File: src/design/necirtx_pkg.sv
// ----------------------------------------------------------------------------
// necirtx_pkg: shared types and constants of the NEC infrared frame sender
// Transaction payloads, function codes, register indexes and frame constants.
// ----------------------------------------------------------------------------
package necirtx_pkg;

	// configuration port
	localparam int CFG_DATA_W = 14;
	localparam int CFG_IDX_W  = 3;

	localparam logic [CFG_IDX_W-1:0] REG_LEAD_GAP     = 3'd0;
	localparam logic [CFG_IDX_W-1:0] REG_HEADER_MARK  = 3'd1;
	localparam logic [CFG_IDX_W-1:0] REG_HEADER_SPACE = 3'd2;
	localparam logic [CFG_IDX_W-1:0] REG_BIT_MARK     = 3'd3;
	localparam logic [CFG_IDX_W-1:0] REG_ZERO_SPACE   = 3'd4;
	localparam logic [CFG_IDX_W-1:0] REG_ONE_SPACE    = 3'd5;

	// register reset values in microsecond ticks
	localparam int RST_LEAD_GAP     = 1000;
	localparam int RST_HEADER_MARK  = 9000;
	localparam int RST_HEADER_SPACE = 4500;
	localparam int RST_BIT_MARK     = 562;
	localparam int RST_ZERO_SPACE   = 563;
	localparam int RST_ONE_SPACE    = 1688;

	// input function codes
	localparam logic FUNC_TICK  = 1'b0;
	localparam logic FUNC_START = 1'b1;

	// payload bits per frame
	localparam int                 BITS_LEFT_W = 6;
	localparam logic [BITS_LEFT_W-1:0] FRAME_BITS = 6'd32;

	typedef struct packed {
		logic       func;
		logic [7:0] address;
		logic [7:0] command;
	} in_item_t;

	typedef struct packed {
		logic carrier_enable;
		logic busy_res;
		logic frame_done;
	} out_item_t;

endpackage

File: src/design/necirtx_in_if.sv
// ----------------------------------------------------------------------------
// necirtx_in_if: input channel of the NEC frame sender
// Valid/ready handshake carrying tick and start transactions.
// ----------------------------------------------------------------------------
interface necirtx_in_if;
	import necirtx_pkg::*;

	logic     valid;
	logic     ready;
	in_item_t payload;

	modport source (output valid, output payload, input ready);
	modport sink (input valid, input payload, output ready);
endinterface

File: src/design/necirtx_out_if.sv
// ----------------------------------------------------------------------------
// necirtx_out_if: result channel of the NEC frame sender
// Valid/ready handshake carrying one result transaction per input.
// ----------------------------------------------------------------------------
interface necirtx_out_if;
	import necirtx_pkg::*;

	logic      valid;
	logic      ready;
	out_item_t payload;

	modport source (output valid, output payload, input ready);
	modport sink (input valid, input payload, output ready);
endinterface

File: src/design/nec_ir_frame_transmitter_top.sv
// ----------------------------------------------------------------------------
// nec_ir_frame_transmitter_top: NEC infrared frame sender
// The result of an accepted input transaction is registered and offered in the cycle after acceptance.
// Throughput: one transaction per cycle; an input is taken whenever the result
// register is empty or is drained in the same cycle, else it waits.
// Reset (arst_n low): idle phase, counters and frame word clear, registers
// back to their NEC defaults, no result pending.
// ----------------------------------------------------------------------------
module nec_ir_frame_transmitter_top #(
	parameter int TIMER_BITS = 14
) (
	input  logic                                 clk,
	input  logic                                 arst_n,
	input  logic                                 cfg_we,
	input  logic [necirtx_pkg::CFG_IDX_W-1:0]    cfg_index,
	input  logic [necirtx_pkg::CFG_DATA_W-1:0]   cfg_wdata,
	necirtx_in_if.sink                           items,
	necirtx_out_if.source                        results
);
	import necirtx_pkg::*;

	// register writes keep at most the 14 data bits, then the timer width
	localparam int KEEP_W = (TIMER_BITS < CFG_DATA_W) ? TIMER_BITS : CFG_DATA_W;

	typedef logic [TIMER_BITS-1:0] ticks_t;

	typedef enum logic [2:0] {
		PH_IDLE,
		PH_LEAD,
		PH_HMARK,
		PH_HSPACE,
		PH_BMARK,
		PH_BSPACE,
		PH_FMARK,
		PH_FSPACE
	} phase_t;

	// ------------------------------------------------------------------
	// configuration registers
	// ------------------------------------------------------------------
	ticks_t lead_gap_q, header_mark_q, header_space_q;
	ticks_t bit_mark_q, zero_space_q, one_space_q;
	ticks_t cfg_value;

	assign cfg_value = ticks_t'(cfg_wdata[KEEP_W-1:0]);

	always_ff @(posedge clk or negedge arst_n) begin
		if (!arst_n) begin
			lead_gap_q     <= ticks_t'(RST_LEAD_GAP);
			header_mark_q  <= ticks_t'(RST_HEADER_MARK);
			header_space_q <= ticks_t'(RST_HEADER_SPACE);
			bit_mark_q     <= ticks_t'(RST_BIT_MARK);
			zero_space_q   <= ticks_t'(RST_ZERO_SPACE);
			one_space_q    <= ticks_t'(RST_ONE_SPACE);
		end else if (cfg_we) begin
			unique case (cfg_index)
				REG_LEAD_GAP:     lead_gap_q     <= cfg_value;
				REG_HEADER_MARK:  header_mark_q  <= cfg_value;
				REG_HEADER_SPACE: header_space_q <= cfg_value;
				REG_BIT_MARK:     bit_mark_q     <= cfg_value;
				REG_ZERO_SPACE:   zero_space_q   <= cfg_value;
				REG_ONE_SPACE:    one_space_q    <= cfg_value;
				default: ;  // unmapped index, write dropped
			endcase
		end
	end

	// ------------------------------------------------------------------
	// frame state
	// ------------------------------------------------------------------
	phase_t                 phase_q, phase_n;
	logic [BITS_LEFT_W-1:0] bits_left_q, bits_left_n;
	ticks_t                 timer_q, timer_n;
	logic [31:0]            word_q, word_n;
	logic                   carrier_q, carrier_n;

	out_item_t res_n, res_q;
	logic      res_valid_q;
	logic      accept;

	// the result register frees up when empty or when it is being drained
	assign items.ready = !res_valid_q || results.ready;
	assign accept      = items.valid && items.ready;

	// next state and result of one transaction
	always_comb begin
		phase_n     = phase_q;
		bits_left_n = bits_left_q;
		timer_n     = timer_q;
		word_n      = word_q;
		carrier_n   = carrier_q;
		res_n       = '0;

		if (items.payload.func == FUNC_START) begin
			// a start while busy changes nothing
			if (phase_q == PH_IDLE) begin
				word_n      = {~items.payload.command, items.payload.command,
				               ~items.payload.address, items.payload.address};
				bits_left_n = FRAME_BITS;
				phase_n     = PH_LEAD;
				timer_n     = lead_gap_q;
				carrier_n   = 1'b0;
			end
			res_n.carrier_enable = (phase_q == PH_IDLE) ? 1'b0 : carrier_q;
			res_n.busy_res       = 1'b1;
		end else if (phase_q != PH_IDLE) begin
			res_n.carrier_enable = carrier_q;
			res_n.busy_res       = 1'b1;
			// a timer of zero counts as one tick
			if (timer_q > ticks_t'(1)) begin
				timer_n = timer_q - ticks_t'(1);
			end else begin
				unique case (phase_q)
					PH_LEAD: begin
						phase_n   = PH_HMARK;
						timer_n   = header_mark_q;
						carrier_n = 1'b1;
					end
					PH_HMARK: begin
						phase_n   = PH_HSPACE;
						timer_n   = header_space_q;
						carrier_n = 1'b0;
					end
					PH_HSPACE: begin
						phase_n   = PH_BMARK;
						timer_n   = bit_mark_q;
						carrier_n = 1'b1;
					end
					PH_BMARK: begin
						phase_n   = PH_BSPACE;
						timer_n   = word_q[0] ? one_space_q : zero_space_q;
						carrier_n = 1'b0;
					end
					PH_BSPACE: begin
						word_n    = {1'b0, word_q[31:1]};
						timer_n   = bit_mark_q;
						carrier_n = 1'b1;
						if (bits_left_q <= BITS_LEFT_W'(1)) begin
							bits_left_n = '0;
							phase_n     = PH_FMARK;
						end else begin
							bits_left_n = bits_left_q - BITS_LEFT_W'(1);
							phase_n     = PH_BMARK;
						end
					end
					PH_FMARK: begin
						phase_n   = PH_FSPACE;
						timer_n   = zero_space_q;
						carrier_n = 1'b0;
					end
					default: begin
						// end of the final space: frame complete
						phase_n            = PH_IDLE;
						timer_n            = '0;
						carrier_n          = 1'b0;
						res_n.frame_done   = 1'b1;
					end
				endcase
			end
		end
	end

	always_ff @(posedge clk or negedge arst_n) begin
		if (!arst_n) begin
			phase_q     <= PH_IDLE;
			bits_left_q <= '0;
			timer_q     <= '0;
			word_q      <= '0;
			carrier_q   <= 1'b0;
			res_valid_q <= 1'b0;
		end else begin
			if (accept) begin
				phase_q     <= phase_n;
				bits_left_q <= bits_left_n;
				timer_q     <= timer_n;
				word_q      <= word_n;
				carrier_q   <= carrier_n;
				res_valid_q <= 1'b1;
			end else if (results.ready) begin
				res_valid_q <= 1'b0;
			end
		end
	end

	// result payload, no reset needed
	always_ff @(posedge clk) begin
		if (accept) begin
			res_q <= res_n;
		end
	end

	assign results.valid   = res_valid_q;
	assign results.payload = res_q;

endmodule

File: src/flat_wrapper.sv
// flat-port wrapper written by rule: the top's interface ports become plain ports
module nec_ir_frame_transmitter_top_flat import necirtx_pkg::*;
#(
	parameter int TIMER_BITS = 14
)
  (clk, arst_n, cfg_we, cfg_index, cfg_wdata, items_valid, items_payload, items_ready, results_valid, results_payload, results_ready);
  necirtx_in_if items_i ();
  necirtx_out_if results_i ();
  input  logic clk;
  input  logic arst_n;
  input  logic cfg_we;
  input  logic [necirtx_pkg::CFG_IDX_W-1:0] cfg_index;
  input  logic [necirtx_pkg::CFG_DATA_W-1:0] cfg_wdata;
  input wire logic [$bits(items_i.valid)-1:0] items_valid;
  input wire logic [$bits(items_i.payload)-1:0] items_payload;
  output wire logic [$bits(items_i.ready)-1:0] items_ready;
  output wire logic [$bits(results_i.valid)-1:0] results_valid;
  output wire logic [$bits(results_i.payload)-1:0] results_payload;
  input wire logic [$bits(results_i.ready)-1:0] results_ready;
  assign items_i.valid = items_valid;
  assign items_i.payload = items_payload;
  assign items_ready = items_i.ready;
  assign results_valid = results_i.valid;
  assign results_payload = results_i.payload;
  assign results_i.ready = results_ready;
  nec_ir_frame_transmitter_top #(.TIMER_BITS(TIMER_BITS)) u_core (.clk(clk), .arst_n(arst_n), .cfg_we(cfg_we), .cfg_index(cfg_index), .cfg_wdata(cfg_wdata), .items(items_i), .results(results_i));
endmodule
File: config.mk
export PLATFORM = sky130hd
export DESIGN_NAME = nec_ir_frame_transmitter_top_flat
export DESIGN_NICKNAME = d
export VERILOG_FILES = /design/src/design/necirtx_pkg.sv /design/src/design/necirtx_in_if.sv /design/src/design/necirtx_out_if.sv /design/src/design/nec_ir_frame_transmitter_top.sv /design/src/flat_wrapper.sv
export SDC_FILE = /design/constraint.sdc
export NUM_CORES = 1
export LEC_CHECK = 0
export ABC_AREA = 1
export BUFFER_PORTS_ARGS = -buffer_cell sky130_fd_sc_hd__buf_2
export CAP_MARGIN = 20
export CORE_MARGIN = 10
export CORE_UTILIZATION = 40
export CTS_CLUSTER_SIZE = 14
export DETAILED_ROUTE_END_ITERATION = 8
export SYNTH_ARGS = -nofsm -noshare
export SYNTH_HDL_FRONTEND = slang
export SYNTH_SLANG_ARGS = --single-unit
File: constraint.sdc
create_clock -name clk -period 3.8 [get_ports clk]
set_clock_uncertainty 0.05 [all_clocks]
set_input_delay 0.57 -clock clk [delete_from_list [all_inputs] [get_ports clk]]
set_output_delay 0.57 -clock clk [all_outputs]
set_load 0.005 [all_outputs]
* Word-level counts from Yosys, hierarchy flattened
Cells that the tools add are included.
Operators by class: mux-type cells 34, reduce and logical (&&, ||, !) cells 23, equal/unequal tests 13, order comparisons 2, add/subtract/negate cells 2, bitwise operators 3
Operators by type and width (number):
- 2-to-1 mux 32 bit | 5
- 2-to-1 mux 14 bit | 5
- case mux 14 bit (5 select lines) | 1
- 2-to-1 mux 6 bit | 6
- case mux 3 bit (6 select lines) | 1
- NOT 8 bit | 2
- == test 3 bit (second input constant) | 5
- 2-to-1 mux 3 bit | 5
- > comparator 14 x 1 -> 1 bit (second input constant) | 1
- subtractor 14 x 1 -> 14 bit (second input constant) | 1
- == test 3 x 2 -> 1 bit (second input constant) | 4
- AND reduction 2 bit | 6
- 2-to-1 mux 1 bit | 9
- == test 3 x 1 -> 1 bit (second input constant) | 2
- <= comparator 6 x 1 -> 1 bit (second input constant) | 1
- logical NOT 3 bit | 2
- AND reduction 3 bit | 2
- nonzero test 2 bit | 3
- OR reduction 3 bit | 2
- OR reduction 6 bit | 1
- subtractor 6 x 1 -> 6 bit (second input constant) | 1
- AND reduction 5 bit | 1
- 2-to-1 mux 2 bit | 2
- AND reduction 4 bit | 1
- 8 further kinds | 8
Word-level totals: bits in registers 144, output and inout bits 5, word-level logic and storage cells 92

* Logic depth before layout (Yosys ltp)
Gate-level depths: netlist of run 1.
depth in word-level cells 6, mapped depth 13, gate-level depth less buffers 11

* Least setup slack after synthesis of run 1
Ideal clock, no wire load.
path type input to register, start input port items_payload[16], end register u_core.timer_q[10], setup time 0.116 ns, path buffers 4, path slack 1.441 ns, data arrival time 2.193 ns, cell stages on the path 10, cell sequence buf_2 -> inv_1 -> buf_2 -> buf_1 -> ha_1 -> nand2_1 -> clkbuf_1 -> nor2_1 -> nand2_1 -> nand2_1
Between the ends: cells in the longest elaborated chain, start to end 2, elaborated cells between the ends (all ways) 4, classes of those cells eq/ne (1); mux (1); reduce/logical (2)
RTL lines:
- from (decl) | RTL line flat_wrapper.sv:15 | input wire logic [$bits(items_i.payload)-1:0] items_payload;
- inequality test 2 x 1 -> 1 bit (no line) / nonzero test 2 bit (equally long branches)
- AND reduction 3 bit (no line)
- to (signal assigned) | RTL line nec_ir_frame_transmitter_top.sv:175 | timer_q <= timer_n;
- to (decl) | RTL line nec_ir_frame_transmitter_top.sv:73 | ticks_t timer_q, timer_n;
Several ways; a longest one is shown, not always the timed one. A chain may end at the register's enable or synchronous reset.

* Final worst setup path of run 1
start register u_core.phase_q[2], end register u_core.timer_q[1]
Between the ends: cells in the longest elaborated chain, start to end 6, elaborated cells between the ends (all ways) 16, classes of those cells eq/ne (7); mux (4); reduce/logical (5)
RTL lines:
- from (decl) | RTL line nec_ir_frame_transmitter_top.sv:71 | phase_t phase_q, phase_n;
- from (signal assigned) | RTL line nec_ir_frame_transmitter_top.sv:173 | phase_q <= phase_n;
- == test 3 x 2 -> 1 bit / == test 3 bit (equally long branches) | RTL line nec_ir_frame_transmitter_top.sv:113 | unique case (phase_q)
- OR reduction 2 bit (no line)
- case mux 14 bit (5 select lines) | RTL line nec_ir_frame_transmitter_top.sv:113
- 2-to-1 mux 14 bit | RTL line nec_ir_frame_transmitter_top.sv:110 | if (timer_q > ticks_t'(1)) begin
- 2-to-1 mux 14 bit | RTL line nec_ir_frame_transmitter_top.sv:106 | end else if (phase_q != PH_IDLE) begin
- 2-to-1 mux 14 bit | RTL line nec_ir_frame_transmitter_top.sv:94 | if (items.payload.func == FUNC_START) begin
Several ways; a longest one is shown, not always the timed one. The select of a mux whose other input is x is not followed.

==> metrics.txt, run 1 <==
# TYPE chip_impl_metric gauge
chip_impl_info{name="run_status",value="complete, no violations"} 1
chip_impl_metric{name="drc_errors",unit=""} 0
chip_impl_metric{name="hold_viol_final",unit=""} 0
chip_impl_metric{name="detailed_place.area",unit="sq um"} 7750
chip_impl_metric{name="syn_avg_cell_area",unit="sq um"} 7.36
chip_impl_metric{name="layout_setup_ws",unit="ps"} 988
chip_impl_metric{name="slew_headroom",unit="%"} 37.9
chip_impl_info{name="tritoncts_clock_tree",value="yes"} 1
chip_impl_info{name="grt_setup_unrepaired",value="no"} 1
chip_impl_metric{name="fin_nets",unit=""} 1078
chip_impl_info{name="critical_path.reg2reg.startpoint",value="u_core.phase_q[2]"} 1
chip_impl_metric{name="cts_hold_buffers",unit=""} 0
chip_impl_metric{name="detail-route-antenna-nets",unit=""} 0
chip_impl_metric{name="yosys.cell_types.count",unit=""} 34
chip_impl_metric{name="place_ws",unit="ps"} 1050
chip_impl_metric{name="ctsHtreeMaxLevel",unit=""} 4
chip_impl_metric{name="synth_fp_nets",unit=""} 1050
chip_impl_metric{name="post_drt_wl_per_cell",unit="um"} 14.3
chip_impl_metric{name="critPathMaxStageDelay",unit="ps"} 580
chip_impl_info{name="timing.critical_path.from",value="u_core.phase_q[2]"} 1
chip_impl_metric{name="detailedPlacementHpwl",unit="um"} 11900
chip_impl_metric{name="first_global_vias",unit=""} 6019
chip_impl_metric{name="number_of_pins_exceeding_their_max_slew_limit_in_the_final_report",unit=""} 0
chip_impl_metric{name="io_buffer_count",unit=""} 43
chip_impl_metric{name="final.min_clock_period",unit="ps"} 2810
chip_impl_metric{name="vdd_drop_max",unit="uV"} 391
chip_impl_metric{name="routed_wl",unit="um"} 18300
chip_impl_metric{name="place.gp.congestion",unit=""} 0.829
chip_impl_metric{name="ioPinCount",unit=""} 44
chip_impl_metric{name="synth-seq-cells",unit=""} 144
chip_impl_metric{name="design_power_total",unit="mW"} 5.58
chip_impl_metric{name="ys.warnings.count",unit=""} 0
chip_impl_metric{name="cts_buffers",unit=""} 17
chip_impl_metric{name="setup_viol",unit=""} 0
chip_impl_metric{name="final_min_period_over_clock_period",unit="%"} 74.0
chip_impl_metric{name="die_area",unit="sq um"} 24300
chip_impl_metric{name="post_cts.repair.setup_buffers",unit=""} 0
chip_impl_info{name="min-delay-path-class",value="in2async"} 1
chip_impl_metric{name="max-cap-violations",unit=""} 0
chip_impl_metric{name="worstPathArrival",unit="ps"} 3070
chip_impl_metric{name="dr.pass1.iters",unit=""} 5
chip_impl_metric{name="vias",unit=""} 6247
chip_impl_metric{name="cts_resized",unit=""} 0
chip_impl_metric{name="first_iter_violations",unit=""} 431
chip_impl_info{name="end_kind",value="flop"} 1
chip_impl_info{name="critical_path.startpoint_type",value="flop"} 1
chip_impl_metric{name="worstPathRequired",unit="ps"} 4060
chip_impl_metric{name="final.setup.tns",unit="ps"} 0
chip_impl_metric{name="floorplan.die.height",unit="um"} 156
chip_impl_metric{name="cp_num_buf_inv",unit=""} 3
chip_impl_info{name="crit_path_frequent_cell",value="sky130_fd_sc_hd__inv_1"} 1
chip_impl_info{name="critical_path.slowest_cell",value="sky130_fd_sc_hd__dfrtp_1"} 1
chip_impl_metric{name="fraction_of_the_yosys_area_taken_by_sequential_cells",unit="%"} 49.4
chip_impl_metric{name="cts_num_sinks",unit=""} 144
chip_impl_metric{name="antenna_violations_before_repair",unit=""} 0
chip_impl_metric{name="achievable-frequency",unit="MHz"} 356
chip_impl_metric{name="max-clock-path-buffers",unit=""} 2
chip_impl_metric{name="critical_path.max_fanout",unit=""} 28
chip_impl_metric{name="clock_latency",unit="ps"} 430
chip_impl_metric{name="n_antenna_cell",unit=""} 0
chip_impl_info{name="critical_path.cell_chain",value="inv_1 -> nand3_1 -> inv_1 -> ha_1 -> nand2_1 -> a21oi_1 -> o21ai_0 -> inv_1 -> a21oi_1"} 1
chip_impl_metric{name="design_area",unit="sq um"} 8340
chip_impl_metric{name="core-area",unit="sq um"} 18100
chip_impl_info{name="worstSetupPathType",value="reg2reg"} 1
chip_impl_metric{name="die_width",unit="um"} 156
chip_impl_metric{name="global_route_wire_length_before_repair",unit="um"} 31100
chip_impl_metric{name="syn_inst",unit=""} 1006
chip_impl_metric{name="grt_start_max_net_pins",unit=""} 82
chip_impl_metric{name="post_synth_instance_area",unit="sq um"} 7400
chip_impl_metric{name="initial_utilization",unit="%"} 40.9
chip_impl_metric{name="final_layout_size_suffix_gt1_share",unit="%"} 12.5
chip_impl_metric{name="globalRouteOverflowTotal",unit=""} 0
chip_impl_metric{name="num_rows",unit=""} 49
chip_impl_metric{name="avgViaCountPerCell",unit=""} 4.90
chip_impl_metric{name="globalRouteTotalUtil",unit="%"} 15.6
chip_impl_metric{name="path_clk_slew",unit="ps"} 60
chip_impl_metric{name="p_leak",unit="nW"} 4.33
chip_impl_metric{name="tightest_slew",unit="ps"} 928
chip_impl_info{name="clock_tree.root_cell",value="sky130_fd_sc_hd__clkbuf_16"} 1
chip_impl_info{name="kind_of_cell_adding_the_most_delay_to_the_critical_path",value="simple AND/OR/NAND/NOR gates"} 1
chip_impl_metric{name="area_growth",unit="%"} 12.7
chip_impl_metric{name="power-per-cell-area",unit="nW/um^2"} 669
## through the flow
stage,hold slack (ps),utilization (%),cells
floorplan,224,-,1006
global placement,413,42.9,1243
detailed placement,417,42.9,1243
CTS,97.8,46.1,1275
global route,117,46.1,1276
finish,73.0,46.1,1276
## synth_stat cells
master,instances,area (sq um)
sky130_fd_sc_hd__nand2_1,473,1780
sky130_fd_sc_hd__dfrtp_1,111,2780
sky130_fd_sc_hd__o21ai_0,96,480
sky130_fd_sc_hd__nor2_1,72,270
sky130_fd_sc_hd__inv_1,63,236
sky130_fd_sc_hd__nand3_1,40,200
sky130_fd_sc_hd__dfstp_2,30,788
sky130_fd_sc_hd__clkbuf_1,26,97.6
sky130_fd_sc_hd__o21a_1,15,113
sky130_fd_sc_hd__a21oi_1,12,60.1
sky130_fd_sc_hd__nand4_1,10,62.6
sky130_fd_sc_hd__buf_2,7,35.0
sky130_fd_sc_hd__buf_6,7,78.8
sky130_fd_sc_hd__ha_1,5,62.6
sky130_fd_sc_hd__nor2_2,5,31.3
sky130_fd_sc_hd__edfxtp_1,3,90.1
sky130_fd_sc_hd__nor3_1,3,15.0
sky130_fd_sc_hd__nor4_1,3,18.8
sky130_fd_sc_hd__xor2_1,3,26.3
sky130_fd_sc_hd__inv_2,2,7.51
sky130_fd_sc_hd__nand2_2,2,12.5
sky130_fd_sc_hd__nand2_4,2,22.5
sky130_fd_sc_hd__nand3_2,2,20.0
sky130_fd_sc_hd__nand3b_1,2,15.0
sky130_fd_sc_hd__nor2_4,2,22.5
sky130_fd_sc_hd__xnor2_1,2,17.5
sky130_fd_sc_hd__buf_1,1,3.75
sky130_fd_sc_hd__buf_4,1,7.51
sky130_fd_sc_hd__nor3_4,1,16.3
sky130_fd_sc_hd__o211ai_1,1,7.51
sky130_fd_sc_hd__o21ai_1,1,5.00
sky130_fd_sc_hd__o21ai_2,1,8.76
sky130_fd_sc_hd__o21bai_1,1,7.51
sky130_fd_sc_hd__or2_2,1,6.26
## layer usage
metal / track usage, % / share of wire [%] / vias up / wire (um)
met5: 0 / 0 / - / 0
li1: - / - / 3220 / -
met3: 3.42 / 4.5 / 14 / 825
met4: 3.96 / 0.84 / 0 / 153
met2: 23.3 / 44 / 121 / 7990
met1: 22.5 / 51 / 2892 / 9280
## cell families (layout without fill, tap and decap cells)
logic type | count (synthesis) | after routing | share of synthesized area, %
adders and majority gates | 5 | 5 | 0.845
buffers and inverters | 107 | 148 | 6.31
DFF | 144 | 144 | 49.4
and+or+nand+nor | 618 | 618 | 33.6
AOI/OAI and AO/OA | 127 | 127 | 9.22
xor gates and xnor gates | 5 | 5 | 0.592
## report_power, final
| group | switching [mW] | total (mW) | internal, mW |
|---|---|---|---|
| clock | 0.699 | 1.65 | 0.948 |
| sequential | 0.336 | 2.36 | 2.02 |
| combinational | 1.01 | 1.58 | 0.564 |
| total | 2.05 | 5.58 | 3.53 |
## worst register-to-register path, cell delays in order, from the launching register on
cell and delay, ps:
sky130_fd_sc_hd__dfrtp_1 580, sky130_fd_sc_hd__inv_1 370, sky130_fd_sc_hd__nand3_1 210, sky130_fd_sc_hd__inv_1 90
sky130_fd_sc_hd__ha_1 290, sky130_fd_sc_hd__nand2_1 530, sky130_fd_sc_hd__a21oi_1 340, sky130_fd_sc_hd__o21ai_0 120
sky130_fd_sc_hd__inv_1 70, sky130_fd_sc_hd__a21oi_1 50
## sequential cells by signal, summed over array words and instances, names as in the netlist, 14 cells and up
register and flops:
u_core.bit_mark_q 14, u_core.lead_gap_q 14, u_core.one_space_q 14, u_core.word_q 32, u_core.timer_q 14, u_core.header_mark_q 14, u_core.zero_space_q 14, u_core.header_space_q 14
## cell type report
cell class	instances	area [sq um]
inverters	65	244
flip-flops and latches	144	3660
fillers	1843	9740
repair buffers	51	298
multi-input cells	755	3280
clock buffers	19	453
clock inverters	13	129
well taps	229	287
## placed cells by master (no fill, tap or decap), drive strengths merged
master	count
bufinv	1
o21bai	1
nor4	3
buf	51
ha	5
edfxtp	3
inv	69
dfrtp	111
o21ai	98
clkinv	7
nor3	4
xnor2	2
or2	1
clkinvlp	1
o21a	15
nand4	10
nand3b	2
a21oi	12
nor2	79
o211ai	1
nand2	477
dfstp	30
nand3	42
xor2	3
clkbuf	19
## worst paths after layout
path / cells past startpoint / slack (ps) / to
max in group asynchronous: 2 / 2770 / u_core.header_space_q[8]
setup reg to reg: 9 / 990 / u_core.timer_q[1]
hold reg to reg: 2 / 430 / u_core.word_q[10]
min in group clk: 3 / 310 / u_core.results.valid
hold / removal: 1 / 70 / u_core.timer_q[3]
setup / recovery: 9 / 990 / u_core.timer_q[1]
Power figures use the tool's default switching activity.
==> inputs of run 2 (changes only) <==
==> constraint.sdc (replaced) <==
create_clock -name clk -period 2.4 [get_ports clk]
set_clock_uncertainty 0.05 [all_clocks]
set_input_delay 0.36 -clock clk [delete_from_list [all_inputs] [get_ports clk]]
set_output_delay 0.36 -clock clk [all_outputs]
set_load 0.005 [all_outputs]
==> run 2 against run 1 <==
Fmax increased by 32%; clock power increased by 70%; sequential power increased by 56%; combinational power increased by 70%; final area increased by 2.5%; die area unchanged; worst hold slack improved by 32 ps; clock-buffer cell count increased by 6; non-clock buffer count increased by 19; first-iteration DRC count decreased by 0.93%; routed wire length increased by 1.8%; register-to-register slack got worse by 720 ps.
==> metrics.txt, run 2 (synthesized netlist as in run 1, its figures left out) <==
# TYPE chip_impl_metric gauge
chip_impl_metric{name="tightest_slew",unit="ps"} 580
chip_impl_metric{name="fin_nets",unit=""} 1097
chip_impl_metric{name="ctsHtreeMaxLevel",unit=""} 4
chip_impl_metric{name="slew_headroom",unit="%"} 61.2
chip_impl_metric{name="post_layout_nonfiller_instances",unit=""} 1295
chip_impl_info{name="commonest_cells_after_routing_fill_and_taps_aside",value="473 x sky130_fd_sc_hd__nand2_1, 111 x sky130_fd_sc_hd__dfrtp_1, 96 x sky130_fd_sc_hd__o21ai_0, 72 x sky130_fd_sc_hd__nor2_1, 63 x sky130_fd_sc_hd__inv_1"} 1
chip_impl_metric{name="final.setup.tns",unit="ps"} 0
chip_impl_info{name="clock_tree.root_cell",value="sky130_fd_sc_hd__clkbuf_16"} 1
chip_impl_metric{name="core-area",unit="sq um"} 18100
chip_impl_info{name="min-delay-path-class",value="in2reg"} 1
chip_impl_metric{name="cts_buffers",unit=""} 17
chip_impl_metric{name="grt_start_max_net_pins",unit=""} 47
chip_impl_metric{name="n_antenna_cell",unit=""} 0
chip_impl_metric{name="final.min_clock_period",unit="ps"} 2130
chip_impl_metric{name="place.detailed.instances",unit=""} 1262
chip_impl_metric{name="setup_viol",unit=""} 0
chip_impl_info{name="run_status",value="complete, no violations"} 1
chip_impl_metric{name="power-per-cell-area",unit="nW/um^2"} 1070
chip_impl_metric{name="p_leak",unit="nW"} 4.45
chip_impl_metric{name="global_route_wire_length_before_repair",unit="um"} 31000
chip_impl_metric{name="num_rows",unit=""} 49
chip_impl_metric{name="globalRouteOverflowTotal",unit=""} 0
chip_impl_info{name="critical_path.startpoint_type",value="flop"} 1
chip_impl_info{name="hold_crit_start",value="items_valid"} 1
chip_impl_metric{name="cts_resized",unit=""} 0
chip_impl_metric{name="postLayoutCoreUtil",unit="%"} 47.3
chip_impl_info{name="worstSetupPathType",value="reg2reg"} 1
chip_impl_info{name="leading_cell_type_in_the_layout_fill_and_taps_excluded",value="sky130_fd_sc_hd__nand2_1"} 1
chip_impl_metric{name="initial_utilization",unit="%"} 40.9
chip_impl_metric{name="first_iter_violations",unit=""} 427
chip_impl_info{name="tritoncts_clock_tree",value="yes"} 1
chip_impl_metric{name="number_of_pins_exceeding_their_max_slew_limit_in_the_final_report",unit=""} 0
chip_impl_metric{name="critical_path.max_fanout",unit=""} 38
chip_impl_metric{name="final_layout_size_suffix_gt1_share",unit="%"} 13.6
chip_impl_metric{name="routed_wl",unit="um"} 18600
chip_impl_metric{name="design_area",unit="sq um"} 8550
chip_impl_metric{name="hold_viol_final",unit=""} 0
chip_impl_metric{name="clock_latency",unit="ps"} 420
chip_impl_metric{name="achievable-frequency",unit="MHz"} 469
chip_impl_info{name="end_kind",value="flop"} 1
chip_impl_metric{name="antenna_violations_before_repair",unit=""} 0
chip_impl_metric{name="post_drt_wl_per_cell",unit="um"} 14.4
chip_impl_metric{name="max-clock-path-buffers",unit=""} 2
chip_impl_metric{name="worstPathArrival",unit="ps"} 2440
chip_impl_metric{name="number_of_filler_cells_placed_in_the_layout",unit=""} 1800
chip_impl_metric{name="first_global_vias",unit=""} 5945
chip_impl_metric{name="vdd_drop_max",unit="uV"} 529
chip_impl_metric{name="detail-route-antenna-nets",unit=""} 0
chip_impl_info{name="grt_setup_unrepaired",value="no"} 1
chip_impl_metric{name="die_width",unit="um"} 156
chip_impl_metric{name="final_min_period_over_clock_period",unit="%"} 88.8
chip_impl_metric{name="drc_errors",unit=""} 0
chip_impl_metric{name="path_clk_slew",unit="ps"} 60
chip_impl_metric{name="dr.pass1.iters",unit=""} 6
chip_impl_metric{name="avgViaCountPerCell",unit=""} 4.87
chip_impl_metric{name="area_growth",unit="%"} 15.6
chip_impl_metric{name="io_buffer_count",unit=""} 43
chip_impl_metric{name="worstPathRequired",unit="ps"} 2710
chip_impl_metric{name="design_power_total",unit="mW"} 9.18
chip_impl_metric{name="cts_num_sinks",unit=""} 144
chip_impl_metric{name="detailed_place.area",unit="sq um"} 7920
chip_impl_metric{name="globalRouteTotalUtil",unit="%"} 15.8
chip_impl_metric{name="die_area",unit="sq um"} 24300
chip_impl_info{name="timing.critical_path.from",value="u_core.timer_q[0]"} 1
chip_impl_metric{name="vias",unit=""} 6308
chip_impl_metric{name="detailedPlacementHpwl",unit="um"} 12300
chip_impl_metric{name="largest_register_ff_count",unit=""} 32
chip_impl_metric{name="ioPinCount",unit=""} 44
chip_impl_metric{name="place.gp.congestion",unit=""} 0.845
chip_impl_metric{name="max-cap-violations",unit=""} 0
chip_impl_info{name="registers.top_by_ff_count",value="u_core.word_q"} 1
chip_impl_info{name="critical_path.reg2reg.startpoint",value="u_core.timer_q[0]"} 1
chip_impl_metric{name="floorplan.die.height",unit="um"} 156
run 2: cell count changes in the layout (fill, tap and decap cells not counted), moves of 2 or more:
cell,delta
sky130_fd_sc_hd__buf_4,+17
sky130_fd_sc_hd__clkinv_4,-5
sky130_fd_sc_hd__clkbuf_1,+4
sky130_fd_sc_hd__buf_12,+2
sky130_fd_sc_hd__bufinv_16,+2
run 2: metal layers:
| layer | track usage [%] | share of wire, % |
|---|---|---|
| met4 | 3.82 | 0.83 |
| met3 | 3.61 | 4.1 |
| met2 | 23.1 | 44 |
| met1 | 22.9 | 51 |
| met5 | 0 | 0 |
run 2: cell type report:
cell class | instances | area (sq um) | share of cell area, %
flip-flops and latches | 144 | 3660 | 42.7
multi-input cells | 755 | 3280 | 38.3
clock buffers | 25 | 507 | 5.92
repair buffers | 70 | 464 | 5.43
well taps | 229 | 287 | 3.35
inverters | 65 | 244 | 2.85
clock inverters | 7 | 120 | 1.40
run 2: timing repair:
action	in CTS	in global routing
hold buffers	1	0
hold endpoints to repair	34	0
setup buffers	0	0
run 2: per-stage QoR:
stage	hold WS [ps]	worst slack, ps
detailed placement	282	297
global placement	281	380
floorplan	14.4	251
global route	104	53.4
finish	105	269
CTS	95.6	281
run 2: worst paths after layout:
path,cells past startpoint,to,slack (ps)
setup / recovery,12,u_core.word_q[2],270
hold / removal,3,u_core.results.valid,100
setup reg to reg,12,u_core.word_q[2],270
hold reg to reg,2,u_core.word_q[8],430
max in group asynchronous,3,u_core.one_space_q[10],1160
min in group asynchronous,2,u_core.header_mark_q[1],400
run 2: report_power, final:
group | switching (mW) | total [mW] | internal (mW)
registers | 0.485 | 3.68 | 3.20
logic | 1.70 | 2.68 | 0.981
clock network | 1.02 | 2.81 | 1.79
run 2: critical path: stages, from the launching register on:
cell and delay, ps:
sky130_fd_sc_hd__dfrtp_1 390, sky130_fd_sc_hd__inv_1 100, sky130_fd_sc_hd__ha_1 300, sky130_fd_sc_hd__o21ai_2 210, sky130_fd_sc_hd__nor2_4 60, sky130_fd_sc_hd__nand2_4 120, sky130_fd_sc_hd__nand2_4 80, sky130_fd_sc_hd__nand2_2 100
sky130_fd_sc_hd__inv_2 50, sky130_fd_sc_hd__nand3_2 50, sky130_fd_sc_hd__buf_4 360, sky130_fd_sc_hd__nand2_1 110, sky130_fd_sc_hd__nand2_1 90
==> inputs of run 3 (changes only) <==
--- a/config.mk
+++ b/config.mk
@@ -8,10 +8,13 @@
 export ABC_AREA = 1
 export BUFFER_PORTS_ARGS = -buffer_cell sky130_fd_sc_hd__buf_2
 export CAP_MARGIN = 20
+export CELL_PAD_IN_SITES_DETAIL_PLACEMENT = 1
+export CELL_PAD_IN_SITES_GLOBAL_PLACEMENT = 2
 export CORE_MARGIN = 10
-export CORE_UTILIZATION = 40
+export CORE_UTILIZATION = 32
 export CTS_CLUSTER_SIZE = 14
 export DETAILED_ROUTE_END_ITERATION = 8
+export PLACE_DENSITY_LB_ADDON = 0.1
 export SYNTH_ARGS = -nofsm -noshare
 export SYNTH_HDL_FRONTEND = slang
 export SYNTH_SLANG_ARGS = --single-unit
==> run 3 against run 2 <==
Final cell count is 4.8% higher; clock-buffer cell count decreased by 5; core utilization shrank 9.1 points; final area increased by 1.4%; worst hold slack got worse by 15 ps; fmax rose by 6.3%; global-route usage increased by 0.059 points.
==> metrics.txt, run 3 (synthesized netlist as in run 1, its figures left out) <==
# TYPE chip_impl_metric gauge
chip_impl_metric{name="detailedPlacementHpwl",unit="um"} 15300
chip_impl_metric{name="num_rows",unit=""} 55
chip_impl_metric{name="die_area",unit="sq um"} 29600
chip_impl_metric{name="final_layout_size_suffix_gt1_share",unit="%"} 14.3
chip_impl_metric{name="fin_worst_hold_slack",unit="ps"} 90.1
chip_impl_metric{name="path_clk_slew",unit="ps"} 60
chip_impl_metric{name="slew_headroom",unit="%"} 61.8
chip_impl_metric{name="worstPathArrival",unit="ps"} 2300
chip_impl_metric{name="ctsHtreeMaxLevel",unit=""} 4
chip_impl_info{name="hold_crit_start",value="items_valid"} 1
chip_impl_metric{name="number_of_pins_exceeding_their_max_slew_limit_in_the_final_report",unit=""} 0
chip_impl_metric{name="hold_viol_final",unit=""} 0
chip_impl_metric{name="design_area",unit="sq um"} 8670
chip_impl_metric{name="worstPathRequired",unit="ps"} 2700
chip_impl_info{name="worstSetupPathType",value="reg2reg"} 1
chip_impl_info{name="commonest_cells_after_routing_fill_and_taps_aside",value="473 x sky130_fd_sc_hd__nand2_1, 111 x sky130_fd_sc_hd__dfrtp_1, 96 x sky130_fd_sc_hd__o21ai_0, 72 x sky130_fd_sc_hd__nor2_1, 63 x sky130_fd_sc_hd__inv_1"} 1
chip_impl_metric{name="vias",unit=""} 6311
chip_impl_info{name="registers.top_by_ff_count",value="u_core.word_q"} 1
chip_impl_metric{name="setup_slack_of_the_worst_register_to_register_path",unit="ps"} 400
chip_impl_metric{name="power-per-cell-area",unit="nW/um^2"} 1070
chip_impl_info{name="critical_path.startpoint_type",value="flop"} 1
chip_impl_metric{name="groute.layer.met1.usage",unit="%"} 23.0
chip_impl_metric{name="first_iter_violations",unit=""} 423
chip_impl_metric{name="antenna_violations_before_repair",unit=""} 0
chip_impl_metric{name="final.setup.tns",unit="ps"} 0
chip_impl_metric{name="globalRouteOverflowTotal",unit=""} 0
chip_impl_metric{name="routed_wl",unit="um"} 22200
chip_impl_metric{name="clock_latency",unit="ps"} 430
chip_impl_metric{name="final_min_period_over_clock_period",unit="%"} 83.5
chip_impl_info{name="timing.hold.worst_endpoint",value="u_core.results.valid"} 1
chip_impl_info{name="critical_path.reg2reg.startpoint",value="u_core.phase_q[1]"} 1
chip_impl_metric{name="place.gp.congestion",unit=""} 0.752
chip_impl_metric{name="critical_path.max_fanout",unit=""} 28
chip_impl_metric{name="post_layout_nonfiller_instances",unit=""} 1357
chip_impl_info{name="leading_cell_type_in_the_layout_fill_and_taps_excluded",value="sky130_fd_sc_hd__nand2_1"} 1
chip_impl_metric{name="globalRouteTotalUtil",unit="%"} 15.8
chip_impl_metric{name="dr.pass1.iters",unit=""} 5
chip_impl_metric{name="max-cap-violations",unit=""} 0
chip_impl_info{name="grt_most_used_layer",value="met2"} 1
chip_impl_metric{name="vdd_drop_max",unit="uV"} 339
chip_impl_metric{name="gr_util_met2",unit="%"} 23.9
chip_impl_metric{name="routing_usage_on_met3",unit="%"} 2.87
chip_impl_metric{name="io_buffer_count",unit=""} 43
chip_impl_metric{name="floorplan.die.height",unit="um"} 172
chip_impl_metric{name="cts_resized",unit=""} 0
chip_impl_metric{name="global_route_wire_length_before_repair",unit="um"} 37000
chip_impl_info{name="end_kind",value="flop"} 1
chip_impl_metric{name="die_width",unit="um"} 172
chip_impl_metric{name="achievable-frequency",unit="MHz"} 499
chip_impl_metric{name="avgViaCountPerCell",unit=""} 4.65
chip_impl_metric{name="place_ws",unit="ps"} 440
chip_impl_metric{name="area_growth",unit="%"} 17.2
chip_impl_metric{name="r2r_cells",unit=""} 10
chip_impl_metric{name="layout_setup_ws",unit="ps"} 396
chip_impl_metric{name="ioPinCount",unit=""} 44
chip_impl_metric{name="initial_utilization",unit="%"} 32.6
chip_impl_metric{name="min_path_cells",unit=""} 3
chip_impl_metric{name="cts_buffers",unit=""} 17
chip_impl_metric{name="final.min_clock_period",unit="ps"} 2000
chip_impl_metric{name="max-clock-path-buffers",unit=""} 2
chip_impl_info{name="run_status",value="complete, no violations"} 1
chip_impl_metric{name="cts_num_sinks",unit=""} 144
chip_impl_metric{name="p_leak",unit="nW"} 4.48
chip_impl_metric{name="core-area",unit="sq um"} 22700
chip_impl_metric{name="place.detailed.instances",unit=""} 1324
chip_impl_metric{name="grt_start_max_net_pins",unit=""} 53
chip_impl_metric{name="design_power_total",unit="mW"} 9.29
chip_impl_metric{name="n_antenna_cell",unit=""} 0
chip_impl_metric{name="largest_register_ff_count",unit=""} 32
chip_impl_info{name="tritoncts_clock_tree",value="yes"} 1
chip_impl_metric{name="drc_errors",unit=""} 0
chip_impl_metric{name="detail-route-antenna-nets",unit=""} 0
chip_impl_metric{name="tightest_slew",unit="ps"} 573
chip_impl_metric{name="detailed_place.area",unit="sq um"} 8060
chip_impl_metric{name="fin_nets",unit=""} 1103
chip_impl_info{name="critical_path.reg2reg.endpoint",value="u_core.timer_q[1]"} 1
chip_impl_metric{name="setup_viol",unit=""} 0
chip_impl_metric{name="post_drt_wl_per_cell",unit="um"} 16.3
chip_impl_info{name="clock_tree.root_cell",value="sky130_fd_sc_hd__clkbuf_16"} 1
chip_impl_info{name="min-delay-path-class",value="in2reg"} 1
chip_impl_info{name="grt_setup_unrepaired",value="no"} 1
chip_impl_metric{name="first_global_vias",unit=""} 6649
chip_impl_metric{name="postLayoutCoreUtil",unit="%"} 38.2
## run 3: layer usage
layer	wire, um	vias to the layer above	part of all wire [%]
met5	0	-	0
met4	104	0	0.47
met3	460	6	2.1
met2	9640	56	43
met1	12000	2995	54
li1	-	3254	-
## run 3: how the worst max path moves through the flow
stage | depth (start not counted) | from | end | slack [ps]
5_1_grt | 10 | u_core.phase_q[1] | u_core.timer_q[1] | 210
6_report | 10 | u_core.phase_q[1] | u_core.timer_q[1] | 400
3_3_place_gp | 9 | items_payload[16] | u_core.timer_q[8] | 430
3_5_place_dp | 7 | items_payload[16] | u_core.timer_q[0] | 440
4_1_cts | 10 | u_core.phase_q[1] | u_core.timer_q[1] | 410
2_1_floorplan | 10 | items_payload[16] | u_core.timer_q[10] | 250
## run 3: layout make-up
type                       count  area [sq um]
multi-input combinational    755          3280
clock buffer                  20           447
timing repair buffer          76           534
inverter                      65           244
clock inverter                12           156
tap                          285           357
sequential                   144          3660
fill                        2826         14000
## run 3: report_power, final
| part | internal (mW) | total (mW) | switching (mW) |
|---|---|---|---|
| sequential | 3.20 | 3.69 | 0.495 |
| combinational | 1.01 | 2.80 | 1.78 |
| clock | 1.67 | 2.80 | 1.13 |
## run 3: timing repair
action | in CTS | in global routing
hold buffers | 1 | 0
setup buffers | 0 | 0
endpoints found under the hold margin | 38 | 0
## run 3: critical path, cell delays in order (launching register included)
cell and delay [ps]:
sky130_fd_sc_hd__dfrtp_1 430, sky130_fd_sc_hd__inv_2 230, sky130_fd_sc_hd__nand3_1 150, sky130_fd_sc_hd__inv_1 120, sky130_fd_sc_hd__ha_1 250, sky130_fd_sc_hd__nand2_1 120
sky130_fd_sc_hd__buf_12 190, sky130_fd_sc_hd__a21oi_1 70, sky130_fd_sc_hd__o21ai_0 130, sky130_fd_sc_hd__inv_1 60, sky130_fd_sc_hd__a21oi_1 120
